<file path="src/rtl/core/dds_pkg.sv">
// package for the decimal digit sorter: widths, stage types and the binary to bcd step
package dds_pkg;

  localparam int NUM_W      = 31;
  localparam int MAX_DIGITS = 10;
  localparam int DIGIT_W    = 4;
  localparam int BCD_W      = DIGIT_W * MAX_DIGITS;
  localparam int CNT_W      = 4;
  localparam int RADIX      = 10;
  localparam int THRESH_N   = RADIX - 1;

  // double dabble iterations done in each conversion stage
  localparam int DD_STAGES     = 4;
  localparam int DD_STEPS      = 8;
  localparam int DD_STEPS_LAST = NUM_W - (DD_STAGES - 1) * DD_STEPS;

  // total register stages from input to output
  localparam int NUM_STAGES = DD_STAGES + 3;

  typedef struct packed {
    logic [BCD_W-1:0] bcd;
    logic [NUM_W-1:0] bin;
  } dd_t;

  typedef logic [THRESH_N-1:0][MAX_DIGITS-1:0] lt_t;
  typedef logic [THRESH_N-1:0][CNT_W-1:0]      cum_t;

  // one shift-and-add-3 iteration, msb of bin moves into the bcd field
  function automatic dd_t dd_step(dd_t s);
    dd_t r;
    r = s;
    for (int p = 0; p < MAX_DIGITS; p++) begin
      if (r.bcd[DIGIT_W*p +: DIGIT_W] >= DIGIT_W'(5)) begin
        r.bcd[DIGIT_W*p +: DIGIT_W] = r.bcd[DIGIT_W*p +: DIGIT_W] + DIGIT_W'(3);
      end
    end
    r.bcd = {r.bcd[BCD_W-2:0], r.bin[NUM_W-1]};
    r.bin = {r.bin[NUM_W-2:0], 1'b0};
    return r;
  endfunction

  function automatic dd_t dd_run(dd_t s, int steps);
    dd_t r;
    r = s;
    for (int i = 0; i < DD_STEPS; i++) begin
      if (i < steps) begin
        r = dd_step(r);
      end
    end
    return r;
  endfunction

endpackage

</file>
<file path="src/rtl/core/decimal_digit_sorter.sv">
// decimal digit sorter top level: binary to bcd, digit ranking and sorted bcd outputs
//
// input channel: number with in_valid / in_stall, an item is taken when
// in_valid is high and in_stall is low. output channel: largest_bcd,
// smallest_bcd and digit_count with out_valid / out_stall.
// each item gives one result: its decimal digits sorted descending and
// ascending as right-aligned packed bcd, and the number of digits (one for 0).
// the block is a seven stage pipeline: four stages of binary to bcd
// conversion (eight shift-add-3 steps each, seven in the last), one stage
// for digit length and rank masks, one for rank counts, one that builds the
// sorted bcd words. throughput is one item per cycle while out_stall is low.
// when the receiver stalls, results hold at the output and empty stages
// still fill, so in_stall rises only once all seven stages hold items.
// reset clears the stage valid bits; the datapath registers are not reset.
module decimal_digit_sorter
  import dds_pkg::*;
(
  input  logic               clk,
  input  logic               rst,
  input  logic               in_valid,
  output logic               in_stall,
  input  logic [NUM_W-1:0]   number,
  output logic               out_valid,
  input  logic               out_stall,
  output logic [BCD_W-1:0]   largest_bcd,
  output logic [BCD_W-1:0]   smallest_bcd,
  output logic [CNT_W-1:0]   digit_count
);

  logic [NUM_STAGES-1:0] stage_valid;
  logic [NUM_STAGES:0]   en;

  dd_t  dd0, dd1, dd2, dd3;
  dd_t  dd_in;
  logic [CNT_W-1:0] n4, n5;
  lt_t  lt4;
  cum_t cum5;

  logic [CNT_W-1:0] n_next;
  lt_t              lt_next;
  cum_t             cum_next;
  logic [BCD_W-1:0] large_next, small_next;

  // a stage loads when it is empty or the stage after it moves
  always_comb begin
    en[NUM_STAGES] = !out_stall;
    for (int k = NUM_STAGES - 1; k >= 0; k--) begin
      en[k] = !stage_valid[k] || en[k+1];
    end
  end

  assign in_stall  = !en[0];
  assign out_valid = stage_valid[NUM_STAGES-1];

  always_ff @(posedge clk) begin
    if (rst) begin
      stage_valid <= '0;
    end else begin
      if (en[0]) begin
        stage_valid[0] <= in_valid;
      end
      for (int k = 1; k < NUM_STAGES; k++) begin
        if (en[k]) begin
          stage_valid[k] <= stage_valid[k-1];
        end
      end
    end
  end

  assign dd_in = '{bcd: '0, bin: number};

  // rank masks: bit p of lt[t] marks a digit at position p below t+1
  always_comb begin
    n_next  = CNT_W'(1);
    lt_next = '0;
    for (int p = 0; p < MAX_DIGITS; p++) begin
      if (dd3.bcd[DIGIT_W*p +: DIGIT_W] != '0) begin
        n_next = CNT_W'(p + 1);
      end
    end
    for (int t = 0; t < THRESH_N; t++) begin
      for (int p = 0; p < MAX_DIGITS; p++) begin
        lt_next[t][p] = (CNT_W'(p) < n_next) &&
                        (dd3.bcd[DIGIT_W*p +: DIGIT_W] < DIGIT_W'(t + 1));
      end
    end
  end

  always_comb begin
    for (int t = 0; t < THRESH_N; t++) begin
      cum_next[t] = CNT_W'($countones(lt4[t]));
    end
  end

  // the digit at ascending rank i is the number of thresholds whose count is <= i
  always_comb begin
    logic [CNT_W-1:0]    idx_s;
    logic [THRESH_N-1:0] ml;
    logic [THRESH_N-1:0] ms;
    large_next = '0;
    small_next = '0;
    idx_s      = '0;
    ml         = '0;
    ms         = '0;
    for (int p = 0; p < MAX_DIGITS; p++) begin
      if (CNT_W'(p) < n5) begin
        idx_s = n5 - CNT_W'(1) - CNT_W'(p);
        for (int t = 0; t < THRESH_N; t++) begin
          ml[t] = cum5[t] <= CNT_W'(p);
          ms[t] = cum5[t] <= idx_s;
        end
        large_next[DIGIT_W*p +: DIGIT_W] = DIGIT_W'($countones(ml));
        small_next[DIGIT_W*p +: DIGIT_W] = DIGIT_W'($countones(ms));
      end
    end
  end

  always_ff @(posedge clk) begin
    if (en[0]) begin
      dd0 <= dd_run(dd_in, DD_STEPS);
    end
    if (en[1]) begin
      dd1 <= dd_run(dd0, DD_STEPS);
    end
    if (en[2]) begin
      dd2 <= dd_run(dd1, DD_STEPS);
    end
    if (en[3]) begin
      dd3 <= dd_run(dd2, DD_STEPS_LAST);
    end
    if (en[4]) begin
      n4  <= n_next;
      lt4 <= lt_next;
    end
    if (en[5]) begin
      n5   <= n4;
      cum5 <= cum_next;
    end
    if (en[6]) begin
      largest_bcd  <= large_next;
      smallest_bcd <= small_next;
      digit_count  <= n5;
    end
  end

`ifndef SYNTH
  a_count_range: assert property (@(posedge clk) disable iff (rst)
    out_valid |-> (digit_count >= CNT_W'(1)) && (digit_count <= CNT_W'(MAX_DIGITS)))
    else $error("digit count out of range");

  a_order: assert property (@(posedge clk) disable iff (rst)
    out_valid |-> largest_bcd >= smallest_bcd)
    else $error("largest below smallest");

  a_no_false_stall: assert property (@(posedge clk) disable iff (rst)
    !(&stage_valid) |-> !in_stall)
    else $error("input stalled with an empty stage");
`endif

endmodule
</file>
<file path="config.mk">
export PLATFORM = sky130hd
export DESIGN_NAME = decimal_digit_sorter
export DESIGN_NICKNAME = d
export VERILOG_FILES = /design/src/rtl/core/dds_pkg.sv /design/src/rtl/core/decimal_digit_sorter.sv
export SDC_FILE = /design/constraint.sdc
export NUM_CORES = 2
export LEC_CHECK = 0
export BUFFER_PORTS_ARGS = -buffer_cell sky130_fd_sc_hd__buf_2
export CAP_MARGIN = 20
export CORE_MARGIN = 2
export CORE_UTILIZATION = 28
export CTS_BUF_LIST = sky130_fd_sc_hd__clkbuf_4 sky130_fd_sc_hd__clkbuf_8
export CTS_CLUSTER_SIZE = 28
export DETAILED_ROUTE_END_ITERATION = 10
export HOLD_SLACK_MARGIN = 0.03
export PLACE_DENSITY = 0.48
export SLEW_MARGIN = 20
export SYNTH_ARGS = -nofsm -noshare
export SYNTH_HDL_FRONTEND = slang
export SYNTH_SLANG_ARGS = --single-unit
</file>
<file path="constraint.sdc">
create_clock -name clk -period 14.65 [get_ports clk]
set_input_delay 0.7325 -clock clk [delete_from_list [all_inputs] [get_ports clk]]
set_output_delay 0.7325 -clock clk [all_outputs]
set_load 0.02 [all_outputs]
</file>
==> qor.tcl <==
set qor(post_synthesis_sequential_area_ratio_pct) 27.7
set qor(ctsHoldBuffers) 7
set qor(cpLargestDelayFamily) {compound AO/OA/AOI/OAI gates}
set qor(die_width_um) 383
set qor(critical_path.startpoint_type) {register}
set qor(result_of_the_run) {finished, final reports clean}
set qor(total_detailed_routing_wirelength_um) 97300
set qor(synthesis.area_mm2) 0.0401
set qor(numCtsBuffers) 78
set qor(share_of_final_layout_standard_cells_stronger_than_drive_strength_1_pct) 10.4
set qor(post-dp-hpwl_um) 73600
set qor(slew_headroom_pct) 25.6
set qor(clock_skew_ns) 0.0460
set qor(hold_viol) 0
set qor(htreeDepth) 3
set qor(synth.avg_cell_area_um2) 9.23
set qor(design.final.nets) 5192
set qor(number_of_max_cap_violations) 0
set qor(clock_tree.root_cell) {sky130_fd_sc_hd__clkbuf_8}
set qor(asr_flop_ratio_synth_pct) 0
set qor(setup.worst_path.class) {reg -> reg}
set qor(ys_types) 123
set qor(route.antenna.remaining_nets) 0
set qor(clk-insertion-delay-late_ns) 0.78
set qor(vias_per_cell) 4.78
set qor(biggest_cell_delay_along_the_critical_path_ns) 0.51
set qor(grtUsageTotal_pct) 13.3
set qor(cts_resized) 0
set qor(filler_instances) 14800
set qor(synth.net_count) 5023
set qor(gpl.final_weighted_congestion) 0.843
set qor(clock_tree.buffer_depth) 3
set qor(synth_enable_flop_cells) 365
set qor(critical_path.endpoint_type) {register}
set qor(post-route-min-period_ns) 7.44
set qor(grt_pass1_vias) 30100
set qor(drt_iter0_markers) 1554
set qor(cp_num_buf_inv) 6
set qor(floorplan.initialDensity_pct) 28.3
set qor(setup_violating_endpoint_count_in_the_final_report) 0
set qor(timing_max_transition_violations_final) 0
set qor(dr_total_vias) 30900
set qor(design.core.area_mm2) 0.142
set qor(worst_path_most_repeated_cell) {sky130_fd_sc_hd__ha_1}
set qor(io_pins) 121
set qor(number_of_setup_buffers_added_after_cts) 0
set qor(area_delta_synth_final_pct) 11.4
set qor(layout_worst_path_cycle_share_pct) 50.8
set qor(yosys_most_used_dff) {sky130_fd_sc_hd__edfxtp_1}
set qor(first_pass_grt_wire_length_um) 158000
set qor(finalSetupTns_ns) 0
set qor(grt_max_degree) 70
set qor(placement_rows) 138
set qor(grt_setup_unrepaired) {false}
set qor(drtPass1Iterations) 5
set qor(max_freq_mhz) 134
set qor(hold_path.class) {in -> reg}
set qor(cp.required_ns) 15.17
set qor(floorplan.die.height_um) 383
set qor(yosys_warnings) 0
set qor(overflow) 0
set qor(tritoncts) {yes}
set qor(postSynthRegisterBits) 372
set qor(cts.clk_slew.worst_paths_ns) 0.06
set qor(placement.io_buffers) 120
set qor(tightest_slew_ns) 1.11
set qor(die_footprint_mm2) 0.146
set qor(antenna_found_initial) 5
set qor(cpMaxStageDelayCell) {sky130_fd_sc_hd__edfxtp_1}
set qor(critPathArrivalTime_ns) 7.96
set qor(cp_max_fo) 10
set qor(drt-wirelength-per-cell_um) 15.0
set qor(drc_errors) 0
set qor(syn-instance-count) 4347
set qor(cts_sinks) 372
## cells by family (layout without fill, tap and decap cells)
family	Yosys count	in the layout	synth area share, %
flip-flops	372	372	27.7
adder cells (fa/ha/maj)	645	645	23.0
buffers and inverters	615	840	5.82
other	1	4	0.00934
AO/OA/AOI/OAI	1227	1227	20.3
XOR/XNOR	166	166	3.83
multiplexers	210	210	5.56
AND/OR/NAND/NOR	1111	1111	13.8
## flip-flops by register name, summed over array words and instances (netlist names)
signal and flops:
lt4 90, dd3 40, largest_bcd 40, smallest_bcd 40, dd2 38, cum5 36
dd1 36, dd0 33, stage_valid 7, digit_count 4, n4 4, n5 4
## final timing paths
path              to  depth (start not counted)  startpoint  slack [ns]
max          dd1[39]                         34     dd0[31]        7.21
min          dd0[16]                          1   number[8]        0.15
max reg2reg  dd1[39]                         34     dd0[31]        7.21
min reg2reg    n5[2]                          0       n4[2]        0.42
## cell usage in the layout, fill, tap and decap left out, types with 41 or more instances in the layout
cell                         n
sky130_fd_sc_hd__nor3_1     81
sky130_fd_sc_hd__buf_2     120
sky130_fd_sc_hd__nand2b_1   82
sky130_fd_sc_hd__mux2_2     54
sky130_fd_sc_hd__ha_1      487
sky130_fd_sc_hd__nor2_1    340
sky130_fd_sc_hd__nand2_1   213
sky130_fd_sc_hd__a31oi_1    62
sky130_fd_sc_hd__a21o_1    116
sky130_fd_sc_hd__nor2b_1   106
sky130_fd_sc_hd__a21oi_1   365
sky130_fd_sc_hd__o21ai_0   201
sky130_fd_sc_hd__edfxtp_1  365
sky130_fd_sc_hd__xor2_1     41
sky130_fd_sc_hd__xnor2_1   115
sky130_fd_sc_hd__o21a_1     51
sky130_fd_sc_hd__mux2i_1   144
sky130_fd_sc_hd__clkbuf_8   80
sky130_fd_sc_hd__nor3b_1    43
sky130_fd_sc_hd__fa_1      154
sky130_fd_sc_hd__inv_1     531
sky130_fd_sc_hd__nand3_1    45
sky130_fd_sc_hd__a211oi_1   42
## cell type report
cell class | count | area (um^2) | area share (%)
multi-input cells | 3360 | 26700 | 59.8
inverters | 539 | 2020 | 4.53
clock buffers | 103 | 1270 | 2.85
flip-flops and latches | 372 | 11100 | 24.8
repair buffers | 165 | 956 | 2.14
clock inverters | 33 | 254 | 0.568
diodes | 3 | 7.51 | 0.0168
well taps | 1890 | 2360 | 5.29
## synth_stat cells, drive strengths merged (9+ instances only)
cell	count	share of area, %
inv	537	5.0
ha	487	15
a21oi	373	4.8
edfxtp	365	27
nor2	343	3.2
o21ai	243	3.1
nand2	217	2.0
fa	154	7.7
mux2i	149	3.8
xnor2	120	2.7
a21o	116	2.2
nor2b	106	1.7
nor3	84	1.1
nand2b	82	1.3
a31oi	65	1.1
mux2	60	1.7
clkbuf	59	0.55
o21a	51	0.95
a211oi	49	1.0
nand3	47	0.60
xor2	45	1.1
nor3b	44	0.85
o21bai	37	0.69
o22ai	37	0.62
or2	35	0.55
a21boi	32	0.60
and2	32	0.50
or3	32	0.51
o211ai	27	0.55
and3	25	0.40
nand4	24	0.37
a41oi	17	0.37
buf	17	0.22
a22oi	16	0.31
o31ai	14	0.34
nor4	13	0.20
a211o	12	0.26
o22a	12	0.26
o211a	10	0.25
a221oi	9	0.20
a2bb2oi	9	0.24
o32ai	9	0.26
## per-stage QoR
| step | worst slack, ns | hold WS [ns] | std cells | instance area (um^2) | utilization, % |
|---|---|---|---|---|---|
| after global routing | 6.54 | 0.0573 | 6465 | 44700 | 31.5 |
| after CTS | 7.29 | 0.0360 | 6462 | 44700 | 31.5 |
| after detailed placement | 7.33 | 0.405 | 6319 | 43100 | 30.4 |
| after global placement | 7.46 | 0.402 | 6318 | 43100 | 30.4 |
| final | 7.21 | 0.146 | 6465 | 44700 | 31.5 |
| after floorplan | 7.86 | 0.400 | 4347 | 40100 | - |
## routing by layer
layer / GRT usage, % / up-vias / part of all wire, %
li1: - / 15900 / -
met1: 17.2 / 14300 / 47
met2: 22.4 / 475 / 46
met3: 2.06 / 174 / 3.3
met4: 4.42 / 0 / 3.1
met5: 0 / - / 0
Power is not shown: default switching activity piles up to over one toggle a cycle in this logic, so the estimate is an artifact.
